**src/assert_macros.svh**
```systemverilog
// ----------------------------------------------------------------------------
// assert_macros.svh
// Assertion helpers: concurrent checks that vanish in synthesis.
// ----------------------------------------------------------------------------
`ifndef ASSERT_MACROS_SVH
`define ASSERT_MACROS_SVH

`ifndef SYNTHESIS

// property holds at every clock edge outside reset
`define ASSERT_ALWAYS(label, clk, rst_n, prop) \
	label: assert property (@(posedge clk) disable iff (!(rst_n)) (prop)) \
		else $error("assertion failed");

// consequent holds in the cycle after the antecedent
`define ASSERT_NEXT(label, clk, rst_n, ante, cons) \
	label: assert property (@(posedge clk) disable iff (!(rst_n)) (ante) |=> (cons)) \
		else $error("assertion failed");

`else

`define ASSERT_ALWAYS(label, clk, rst_n, prop)
`define ASSERT_NEXT(label, clk, rst_n, ante, cons)

`endif

`endif

```
**src/swdb_pkg.sv**
```systemverilog
// ----------------------------------------------------------------------------
// swdb_pkg
// Shared types, codes and helpers of the switch scan debouncer.
// ----------------------------------------------------------------------------
package swdb_pkg;

	localparam int TimerWidth    = 16;
	localparam int RegWidth      = 16;
	localparam int AdvTicksWidth = 7;   // 65535 / 1000 fits in 7 bits

	// reciprocal of 1000 scaled by 2**26, exact floor for 16-bit values
	localparam int RecipShift = 26;
	localparam logic [16:0] Recip1000 = 17'd67109;

	localparam logic [RegWidth-1:0] ScanReset     = 16'd50;
	localparam logic [RegWidth-1:0] DebounceReset = 16'd20;
	localparam int AdvanceResetUs = 50;
	localparam int LongAdvanceUs  = 1000;
	localparam logic [AdvTicksWidth-1:0] AdvTicksReset =
		AdvTicksWidth'(AdvanceResetUs / LongAdvanceUs);

	typedef logic [TimerWidth-1:0] timer_t;

	typedef enum logic [2:0] {
		REG_SCAN_PERIOD     = 3'd0,
		REG_SETTLE_TIME     = 3'd1,
		REG_PULL_ADVANCE_US = 3'd2,
		REG_NORMALLY_CLOSED = 3'd3,
		REG_PULL_SELECT     = 3'd4
	} reg_idx_t;

	typedef enum logic [2:0] {
		SEL_NONE     = 3'd0,
		SEL_UP       = 3'd1,
		SEL_UP_DYN   = 3'd2,
		SEL_DOWN     = 3'd3,
		SEL_DOWN_DYN = 3'd4
	} pull_sel_t;

	typedef enum logic [1:0] {
		PULL_NONE = 2'd0,
		PULL_UP   = 2'd1,
		PULL_DOWN = 2'd2
	} pull_t;

	typedef enum logic [1:0] {
		EVT_NONE   = 2'd0,
		EVT_CLOSED = 2'd1,
		EVT_OPENED = 2'd2
	} event_t;

	typedef struct packed {
		logic [RegWidth-1:0]      scan_period;
		logic [RegWidth-1:0]      settle_time;
		logic [AdvTicksWidth-1:0] adv_ticks;
		logic                     normally_closed;
		logic [2:0]               pull_select;
	} cfg_t;

	typedef struct packed {
		logic   debounced_level;
		logic   deadline_armed;
		timer_t debounce_remaining;
		timer_t ticks_to_next_run;
		logic   pull_phase_pending;
	} state_t;

	typedef struct packed {
		pull_t  pull_mode;
		logic   pull_pulse;
		event_t event_code;
		logic   switch_active;
	} result_t;

	function automatic pull_t pull_of(logic [2:0] sel);
		pull_t p;
		p = PULL_NONE;
		unique case (sel)
			SEL_UP, SEL_UP_DYN:     p = PULL_UP;
			SEL_DOWN, SEL_DOWN_DYN: p = PULL_DOWN;
			default:                p = PULL_NONE;
		endcase
		return p;
	endfunction

	function automatic logic is_dynamic(logic [2:0] sel);
		return (sel == SEL_UP_DYN) || (sel == SEL_DOWN_DYN);
	endfunction

	// next run after a delay of d ticks: zero delay runs at the following tick
	function automatic timer_t sched(timer_t d);
		return (d == '0) ? '0 : timer_t'(d - timer_t'(1));
	endfunction

endpackage

```
**src/swdb_cfg.sv**
```systemverilog
// ----------------------------------------------------------------------------
// swdb_cfg
// Configuration registers; pull advance kept as whole ticks.
// ----------------------------------------------------------------------------
module swdb_cfg (
	input  logic                          clk,
	input  logic                          arst_n,
	input  logic                          cfg_write,
	input  logic [2:0]                    cfg_index,
	input  logic [swdb_pkg::RegWidth-1:0] cfg_data,
	output swdb_pkg::cfg_t                cfg,
	output logic                          phase_load,
	output logic                          phase_value
);

	logic [swdb_pkg::RegWidth+16:0]        adv_prod;
	logic [swdb_pkg::AdvTicksWidth-1:0]    adv_ticks_new;
	swdb_pkg::cfg_t                        cfg_q;

	// divide by 1000 through the scaled reciprocal
	assign adv_prod      = {1'b0, cfg_data} * {16'd0, swdb_pkg::Recip1000};
	assign adv_ticks_new = adv_prod[swdb_pkg::RecipShift +: swdb_pkg::AdvTicksWidth];

	always_ff @(posedge clk or negedge arst_n) begin
		if (!arst_n) begin
			cfg_q.scan_period     <= swdb_pkg::ScanReset;
			cfg_q.settle_time     <= swdb_pkg::DebounceReset;
			cfg_q.adv_ticks       <= swdb_pkg::AdvTicksReset;
			cfg_q.normally_closed <= 1'b0;
			cfg_q.pull_select     <= swdb_pkg::SEL_NONE;
		end else if (cfg_write) begin
			unique case (cfg_index)
				swdb_pkg::REG_SCAN_PERIOD:     cfg_q.scan_period     <= cfg_data;
				swdb_pkg::REG_SETTLE_TIME:     cfg_q.settle_time     <= cfg_data;
				swdb_pkg::REG_PULL_ADVANCE_US: cfg_q.adv_ticks       <= adv_ticks_new;
				swdb_pkg::REG_NORMALLY_CLOSED: cfg_q.normally_closed <= cfg_data[0];
				swdb_pkg::REG_PULL_SELECT:     cfg_q.pull_select     <= cfg_data[2:0];
				default: ;
			endcase
		end
	end

	// a new pull select rearms the pull phase for long dynamic advance
	assign phase_load  = cfg_write && (cfg_index == swdb_pkg::REG_PULL_SELECT);
	assign phase_value = swdb_pkg::is_dynamic(cfg_data[2:0]) && (cfg_q.adv_ticks != '0);

	assign cfg = cfg_q;

endmodule

```
**src/swdb_step.sv**
```systemverilog
// ----------------------------------------------------------------------------
// swdb_step
// Per-tick scan, debounce and pull decision.
// ----------------------------------------------------------------------------
module swdb_step (
	input  swdb_pkg::cfg_t    cfg,
	input  swdb_pkg::state_t  st,
	input  logic              pin_level,
	output swdb_pkg::state_t  st_next,
	output swdb_pkg::result_t res
);

	logic            dyn;
	logic            long_adv;
	logic            sample;
	swdb_pkg::pull_t lut;
	swdb_pkg::timer_t rem_dec;

	assign dyn      = swdb_pkg::is_dynamic(cfg.pull_select);
	assign long_adv = (cfg.adv_ticks != '0);
	assign lut      = swdb_pkg::pull_of(cfg.pull_select);
	assign sample   = pin_level ^ cfg.normally_closed;
	assign rem_dec  = (st.deadline_armed && (st.debounce_remaining != '0))
		? swdb_pkg::timer_t'(st.debounce_remaining - swdb_pkg::timer_t'(1))
		: st.debounce_remaining;

	always_comb begin
		st_next                    = st;
		st_next.debounce_remaining = rem_dec;
		res.pull_mode              = swdb_pkg::PULL_NONE;
		res.pull_pulse             = 1'b0;
		res.event_code             = swdb_pkg::EVT_NONE;

		if (st.ticks_to_next_run != '0) begin
			// idle tick: count down, keep static or long-phase pull
			st_next.ticks_to_next_run =
				swdb_pkg::timer_t'(st.ticks_to_next_run - swdb_pkg::timer_t'(1));
			if (!dyn || (long_adv && !st.pull_phase_pending))
				res.pull_mode = lut;
		end else if (st.pull_phase_pending) begin
			res.pull_mode              = lut;
			st_next.pull_phase_pending = 1'b0;
			st_next.ticks_to_next_run  =
				swdb_pkg::sched(swdb_pkg::timer_t'(cfg.adv_ticks));
		end else begin
			res.pull_mode  = lut;
			res.pull_pulse = dyn && !long_adv;
			if (dyn && long_adv)
				st_next.pull_phase_pending = 1'b1;
			if (sample != st.debounced_level) begin
				if (!st.deadline_armed) begin
					st_next.deadline_armed     = 1'b1;
					st_next.debounce_remaining = swdb_pkg::timer_t'(cfg.settle_time);
					st_next.ticks_to_next_run  =
						swdb_pkg::sched(swdb_pkg::timer_t'(cfg.settle_time));
				end else if (rem_dec == '0) begin
					st_next.debounced_level   = sample;
					st_next.deadline_armed    = 1'b0;
					res.event_code = sample ? swdb_pkg::EVT_CLOSED : swdb_pkg::EVT_OPENED;
					st_next.ticks_to_next_run =
						swdb_pkg::sched(swdb_pkg::timer_t'(cfg.scan_period));
				end else begin
					st_next.ticks_to_next_run =
						swdb_pkg::sched(swdb_pkg::timer_t'(cfg.scan_period));
				end
			end else begin
				st_next.deadline_armed     = 1'b0;
				st_next.debounce_remaining = '0;
				st_next.ticks_to_next_run  =
					swdb_pkg::sched(swdb_pkg::timer_t'(cfg.scan_period));
			end
		end

		res.switch_active = st_next.debounced_level;
	end

endmodule

```
**src/switch_scan_debouncer.sv**
```systemverilog
// ----------------------------------------------------------------------------
// switch_scan_debouncer
// Scan-scheduled switch debouncer with pull resistor control.
// ----------------------------------------------------------------------------
// Feed one input transfer per millisecond tick carrying the raw pin level.
// Every accepted tick yields exactly one result transfer: the pull to drive,
// the short-pulse flag, an open/close event and the debounced level.
// Input channel: in_valid / in_stall / pin_level. Output channel:
// out_valid / out_stall / pull_mode / pull_pulse / event_code / switch_active.
// The tick's state update and result are computed in one combinational
// pass and land in the output register at the accept edge.
// Throughput is one tick per cycle while out_stall is low; the single output
// register is refilled in the same cycle it is taken.
// A stall on the output holds the result and raises in_stall until the
// result is taken; no tick is dropped.
// Reset clears the debounce state, the scan schedule (first tick scans) and
// loads the default registers. Registers are written through cfg_write,
// cfg_index and cfg_data while no tick is in flight.
// ----------------------------------------------------------------------------
`include "assert_macros.svh"

module switch_scan_debouncer (
	input  logic                          clk,
	input  logic                          arst_n,
	input  logic                          cfg_write,
	input  logic [2:0]                    cfg_index,
	input  logic [swdb_pkg::RegWidth-1:0] cfg_data,
	input  logic                          in_valid,
	output logic                          in_stall,
	input  logic                          pin_level,
	output logic                          out_valid,
	input  logic                          out_stall,
	output logic [1:0]                    pull_mode,
	output logic                          pull_pulse,
	output logic [1:0]                    event_code,
	output logic                          switch_active
);

	swdb_pkg::cfg_t    cfg;
	logic              phase_load;
	logic              phase_value;
	swdb_pkg::state_t  st_q;
	swdb_pkg::state_t  st_next;
	swdb_pkg::result_t res;
	swdb_pkg::result_t res_q;
	logic              out_valid_q;
	logic              in_xfer;

	swdb_cfg u_cfg (
		.clk         (clk),
		.arst_n      (arst_n),
		.cfg_write   (cfg_write),
		.cfg_index   (cfg_index),
		.cfg_data    (cfg_data),
		.cfg         (cfg),
		.phase_load  (phase_load),
		.phase_value (phase_value)
	);

	swdb_step u_step (
		.cfg       (cfg),
		.st        (st_q),
		.pin_level (pin_level),
		.st_next   (st_next),
		.res       (res)
	);

	assign in_stall = out_valid_q && out_stall;
	assign in_xfer  = in_valid && !in_stall;

	always_ff @(posedge clk or negedge arst_n) begin
		if (!arst_n) begin
			st_q <= '0;
		end else if (phase_load) begin
			st_q.pull_phase_pending <= phase_value;
		end else if (in_xfer) begin
			st_q <= st_next;
		end
	end

	always_ff @(posedge clk or negedge arst_n) begin
		if (!arst_n) begin
			out_valid_q <= 1'b0;
		end else if (in_xfer) begin
			out_valid_q <= 1'b1;
		end else if (!out_stall) begin
			out_valid_q <= 1'b0;
		end
	end

	always_ff @(posedge clk) begin
		if (in_xfer)
			res_q <= res;
	end

	assign out_valid     = out_valid_q;
	assign pull_mode     = res_q.pull_mode;
	assign pull_pulse    = res_q.pull_pulse;
	assign event_code    = res_q.event_code;
	assign switch_active = res_q.switch_active;

	// an event always reports the level it moved to
	`ASSERT_ALWAYS(a_event_level, clk, arst_n,
		!out_valid_q || (res_q.event_code != swdb_pkg::EVT_CLOSED) || res_q.switch_active)
	`ASSERT_ALWAYS(a_open_level, clk, arst_n,
		!out_valid_q || (res_q.event_code != swdb_pkg::EVT_OPENED) || !res_q.switch_active)
	// a short pulse only with a real pull
	`ASSERT_ALWAYS(a_pulse_pull, clk, arst_n,
		!out_valid_q || !res_q.pull_pulse || (res_q.pull_mode != swdb_pkg::PULL_NONE))
	// an accepted change leaves the deadline disarmed
	`ASSERT_NEXT(a_event_disarm, clk, arst_n,
		in_xfer && !phase_load && (res.event_code != swdb_pkg::EVT_NONE),
		!st_q.deadline_armed)

endmodule

```
**config.mk**
```make
export PLATFORM = sky130hd
export DESIGN_NAME = switch_scan_debouncer
export DESIGN_NICKNAME = d
export VERILOG_FILES = /design/src/swdb_pkg.sv /design/src/swdb_cfg.sv /design/src/swdb_step.sv /design/src/switch_scan_debouncer.sv
export VERILOG_INCLUDE_DIRS = /design/src /design/src/src
export SDC_FILE = /design/constraint.sdc
export NUM_CORES = 1
export LEC_CHECK = 0
export CAP_MARGIN = 15
export CORE_ASPECT_RATIO = 0.75
export CORE_MARGIN = 8
export CORE_UTILIZATION = 40
export DETAILED_ROUTE_END_ITERATION = 10
export DONT_BUFFER_PORTS = 1
export PLACE_DENSITY = 0.5
export SLEW_MARGIN = 30
export SYNTH_ARGS = -nofsm -noshare
export SYNTH_HDL_FRONTEND = slang
export SYNTH_HIERARCHICAL = 1
export SYNTH_SLANG_ARGS = --single-unit
export TNS_END_PERCENT = 10
```
**constraint.sdc**
```tcl
create_clock -name clk -period 3.8 [get_ports clk]
set_clock_uncertainty 0.1 [all_clocks]
set_input_delay 0.19 -clock clk [delete_from_list [all_inputs] [get_ports clk]]
set_output_delay 0.19 -clock clk [all_outputs]
set_load 0.01 [all_outputs]
```
== Word level (Yosys, flattened, before mapping) ==
Cells that the tools add are included.
Cells by class
  $add $sub $neg: 5
  $mul: 1
  equality and inequality tests: 13
  muxes and demuxes: 27
  bitwise gates (word level): 7
  reduce and logical (&&, ||, !) cells: 36
Operator list (count)
  two-way mux 16 bit: 7
  subtractor 16 x 1 -> 16 bit (second input constant): 4
  logical NOT 16 bit: 3
  two-way mux 18 bit: 2
  multiplier 16 x 17 -> 33 bit (second input constant): 1
  two-way mux 33 bit: 1
  nonzero test 16 bit: 2
  two-way mux 17 bit: 1
  == test 3 x 2 -> 1 bit (second input constant): 5
  AND reduction 2 bit: 7
  two-way mux 2 bit: 6
  == test 3 bit (second input constant): 3
  two-way mux 1 bit: 9
  logical AND 1 bit: 8
  subtractor 7 x 1 -> 8 bit (second input constant): 1
  logical NOT 7 bit: 1
  nonzero test 7 bit: 1
  == test 3 x 1 -> 1 bit (second input constant): 2
  NOT 1 bit: 6
  OR reduction 2 bit: 3
  OR reduction 5 bit: 1
  logical NOT 1 bit: 4
  one-hot mux 2 bit (2 select lines): 1
  AND reduction 4 bit: 1
  other kinds (7): 9
Word-level totals
  register bits: 85
  output and inout port bits: 8
  logic and storage cells: 104

== Depth between registers and ports, before layout ==
  word-level depth: 13
  gate-level depth with buffers: 18

== Modules after synthesis ==
The synthesis kept the hierarchy.
By module, submodules not included
  swdb_cfg: instances 1, cells each 469, area an instance 5037.3 µm², seq. area each 1082.3 µm²
  swdb_step: instances 1, cells each 391, area an instance 2533.7 µm², seq. area each 0.0 µm²
  switch_scan_debouncer: instances 1, cells each 86, area an instance 1715.4 µm², seq. area each 1081.0 µm²

== Worst setup path after synthesis ==
Ideal clock, no wire load.
  path type: input-to-reg
  from: input port cfg_data[13] in the netlist's numbering
  to: register u_cfg.cfg_q, in the netlist u_cfg/cfg[5]
  library setup time: 0.124 ns
  arrival time: 4.120 ns
  data required time: 3.576 ns
  setup slack: -0.544 ns
  stages on the path: 15
  cell sequence: ha_1 -> fa_1 -> inv_1 -> fa_1 -> inv_1 -> fa_1 -> fa_1 -> ha_1 -> ha_1 -> a21oi_1 -> nor2_1 -> a211oi_1 -> o211ai_4 -> and3_1 -> a211o_1
Between the ends
  word-level cells in the longest chain between the ends: 1
Ends and longest elaborated chain
  from (decl): line switch_scan_debouncer.sv:27  | input logic [swdb_pkg::RegWidth-1:0] cfg_data,
  multiplier 16 x 17 -> 33 bit: line swdb_cfg.sv:21  | assign adv_prod = {1'b0, cfg_data} * {16'd0, swdb_pkg::Recip1000};
  to (decl): line swdb_cfg.sv:18  | swdb_pkg::cfg_t cfg_q;
Every way passes these cells.
A chain may end at the register's enable or synchronous reset.

== Worst setup path in the final report ==
  from: input port cfg_data[8] in the netlist's numbering
  to: register u_cfg.cfg_q, in the netlist u_cfg/cfg[8]
Same word-level chain as after synthesis.

==> impl_metrics.yaml <==
run_status:
  status: "complete, but fails checks"
  violations: "setup timing"
worst_setup_path:
  arrival_ns: 4.10
  cp-end-kind: "flop"
  max_stage_delay_ns: 0.55
  cp_common_cell: "ha_4"
  cp.required_ns: 3.94
  critPathBufInv: 4
  rrSetupSlack_ns: 0.55
  critPathMaxFanout: 8
  ff2ff_path_depth: 10
  crit_family: "adder cells"
  r2r-end: "st_q[34]"
  path_cells: "inv_8 > ha_4 > inv_2 > ha_4 > inv_2 > fa_1 > inv_2 > fa_1 > fa_2 > ha_4 > ha_4 > a211oi_4 > nand2_1 > a41oi_2 > a21oi_2 > o311a_1 > a221o_1"
  cp.depth: 17
  crit_slowest_cell: "fa_1"
  worst_setup_path_start_kind: "primary input"
  endpoint: "u_cfg/cfg[8]"
  crit_start: "cfg_data[8]"
  critPathKind: "in2reg"
  reg2reg_from: "st_q[18]"
logic_synthesis:
  synth_flop_cell: "dfrtp_1"
  synthArstFlopShare: 0.929
  synth_top_cell_area_share: 0.199
  syn-instance-count: 946
  yosysWarnings: 6
  ys_ff_latch: 85
  yosys.area_share.adder: 0.266
  synthXorXnorAreaFrac: 0.0505
  syn_area_per_cell_um2: 9.82
  synth_mux_area_frac: 0.108
  yosys.area_share.simple: 0.165
  synth_seq_area_share: 0.233
  synth_fp_nets: 1145
  yosysTopAreaCell: "dfrtp_1"
  synth_edf_count: 6
  netlist_area_um2: 9290
  synth_top_family_by_area: "adder cells"
  synth_cell_types: 89
  synth_area_leaders: "dfrtp_1 (20%), ha_1 (18%), fa_1 (8.4%)"
  synth_compound_area_frac: 0.118
final_layout:
  finalInstanceArea_um2: 10700
  fin_util: 0.470
  fin_cells: 1297
  drive_above_1_share: 0.233
  area_growth_pct: 15.7
  fin_nets: 1191
  regArea_um2: 2160
  fillers: 2164
  multi_input_area_um2: 7010
  n_antenna_cell: 0
sta:
  worst_slew_pin_slew_ns: 0.682
  rsz0062_at_grt: "yes"
  fin_ws_ns: -0.161
  setup_viol: 5
  period_share: 1.04
  holdWs_ns: 0.0151
  fmax_mhz: 252
  min_period_ns: 3.96
  hold_violations: 0
  slew_viol_final: 0
  slew_headroom: 0.545
  setup-tns-final_ns: -0.430
detailed_routing:
  wl_per_cell_um: 19.7
  routed_wl_mm: 25.6
  dr.pass1.iters: 5
  drt_iter0_drc: 630
  vias: 7202
  drc: 0
  antenna_left: 0
  via_per_inst: 5.55
clocking:
  cts_buffer_depth: 2
  root_buffer: "clkbuf_16"
  clk_latency_ns: 0.35
  clk_pin_slew_worst_paths_ns: 0.07
  cts_tree: "done"
  h-tree-depth: 3
  cts_made_buffers: 9
  clock_sinks: 85
placement:
  place.gp.congestion: 0.818
  pre_cts_ws_ns: -0.670
  dp_hpwl_mm: 19.2
  numPortBuffers: 0
  place_area_um2: 9890
  dp_cells: 1257
floorplan:
  coreArea_um2: 22900
  row_count: 48
  die_height_um: 148
  die_w_um: 192
  io_pins: 33
  dieArea_um2: 28400
  initial_core_util: 0.406
min_path:
  hold_path_class: "in2reg"
pwr:
  ir_drop_mv: 0.246
  power.density_nw_per_um2: 644
  leakage_nw: 4.71
  finalPower_mw: 6.92
run:
  maxCapViolations: 0
grt:
  grt_pass1_vias: 6761
  track_usage: 0.183
  antenna_found_initial: 0
  grt_first_pass_wirelength_mm: 40.7
  grt_max_degree: 80
  overflow: 0
-- cells in the final DEF (no fill, tap or decap), types with 6 or more instances in the layout --
| cell type | count |
|---|---|
| ha_1 | 111 |
| dfrtp_1 | 74 |
| inv_1 | 74 |
| nand2_1 | 68 |
| nor2_1 | 59 |
| buf_4 | 45 |
| mux2_2 | 43 |
| xnor2_1 | 35 |
| a21oi_1 | 34 |
| mux2_4 | 30 |
| fa_1 | 29 |
| o21ai_0 | 28 |
| ha_4 | 22 |
| nand3_1 | 21 |
| nor3_1 | 20 |
| dlygate4sd3_1 | 19 |
| xor2_1 | 16 |
| nor4_1 | 13 |
| nand4_1 | 13 |
| o21ai_1 | 12 |
| o22ai_1 | 12 |
| nand2b_1 | 10 |
| or4_1 | 10 |
| or3_1 | 10 |
| fa_2 | 10 |
| clkbuf_16 | 9 |
| and3_1 | 8 |
| inv_2 | 7 |
| mux2i_1 | 7 |
| and2_1 | 6 |
| edfxtp_1 | 6 |
| nor3_2 | 6 |
| a21oi_2 | 6 |
-- worst min-delay path by stage --
| stage | end | depth (start not counted) | startpoint | slack (ns) |
|---|---|---|---|---|
| after floorplan | out_valid | 0 | arst_n | -0.21 |
| after global placement | u_cfg/cfg[6] | 0 | arst_n | -0.20 |
| after detailed placement | u_cfg/cfg[6] | 0 | arst_n | -0.20 |
| after CTS | pull_pulse | 1 | out_stall | 0.01 |
| after global routing | pull_mode[0] | 1 | out_stall | 0.01 |
| final | pull_pulse | 1 | out_stall | 0.02 |
-- logic make-up after synthesis --
logic type,after synthesis
buf+inv,113
xor+xnor,52
compound gates,159
fa+ha+maj,174
flops,85
simple gates,283
mux,80
-- metal layers --
layer  routed length (um)  GRT usage  vias to the layer above
li1                     -          -                     3493
met1                14800      0.313                     3523
met2                 9450      0.232                      170
met3                 1240     0.0275                       16
met4                  155     0.0253                        0
met5                    0          0                        -
-- synthesized netlist by cell type (4+ instances only) --
master and number:
o211ai_1 5, or4_1 10, a21o_1 5, o21ai_0 35
dfstp_2 5, nand4_1 13, o21ai_1 8, a211oi_1 6
o31ai_1 4, a22oi_1 4, ha_1 135, and3_1 8
nand3_1 21, o22ai_1 12, buf_6 8, a31oi_1 4
mux2_2 43, dfrtp_1 74, nand2_1 72, nor2b_1 4
nor4_1 13, xor2_1 16, fa_1 39, mux2_4 30
inv_1 81, edfxtp_1 6, nor2_1 60, and2_1 6
mux2i_1 7, xnor2_1 35, nand2b_1 10, a21oi_1 40
nor3_1 23, clkbuf_1 8, or3_1 10, buf_2 10
-- flip-flops by register name (all words and copies together), names as in the netlist --
register / cells
switch_active: 1
u_cfg/cfg: 43
pull_mode: 2
st_q: 35
pull_pulse: 1
event_code: 2
out_valid: 1
-- power breakdown --
group          internal [mW]  switching [mW]  leakage [nW]
sequential              1.22           0.550         0.998
clock                  0.579           0.379         0.146
combinational           2.14            2.06          3.57
-- area by class of cell --
class / count / area share
inverter: 82 / 0.0293
multi-input combinational: 748 / 0.652
clock inverter: 5 / 0.00780
sequential: 85 / 0.201
timing repair buffer: 66 / 0.0527
tap: 300 / 0.0349
clock buffer: 11 / 0.0217
-- worst reg2reg max path: cells and delay by family (launching register included) --
kind,cells,cell delay (ns)
AO/OA/AOI/OAI,2,0.61
flip-flops,1,0.46
multiplexers,1,0.26
adder cells (fa/ha/maj),1,0.30
buffers and inverters,1,0.11
AND/OR/NAND/NOR,5,1.30
-- repair_timing --
item,CTS,global route
hold buffers,20,0
endpoints found under the hold margin,118,0
gates resized for setup,28,32
endpoints found under the setup margin,7,7
setup buffers,0,4
cloned,0,0
pin swaps,25,30
Power figures use the tool's default switching activity.
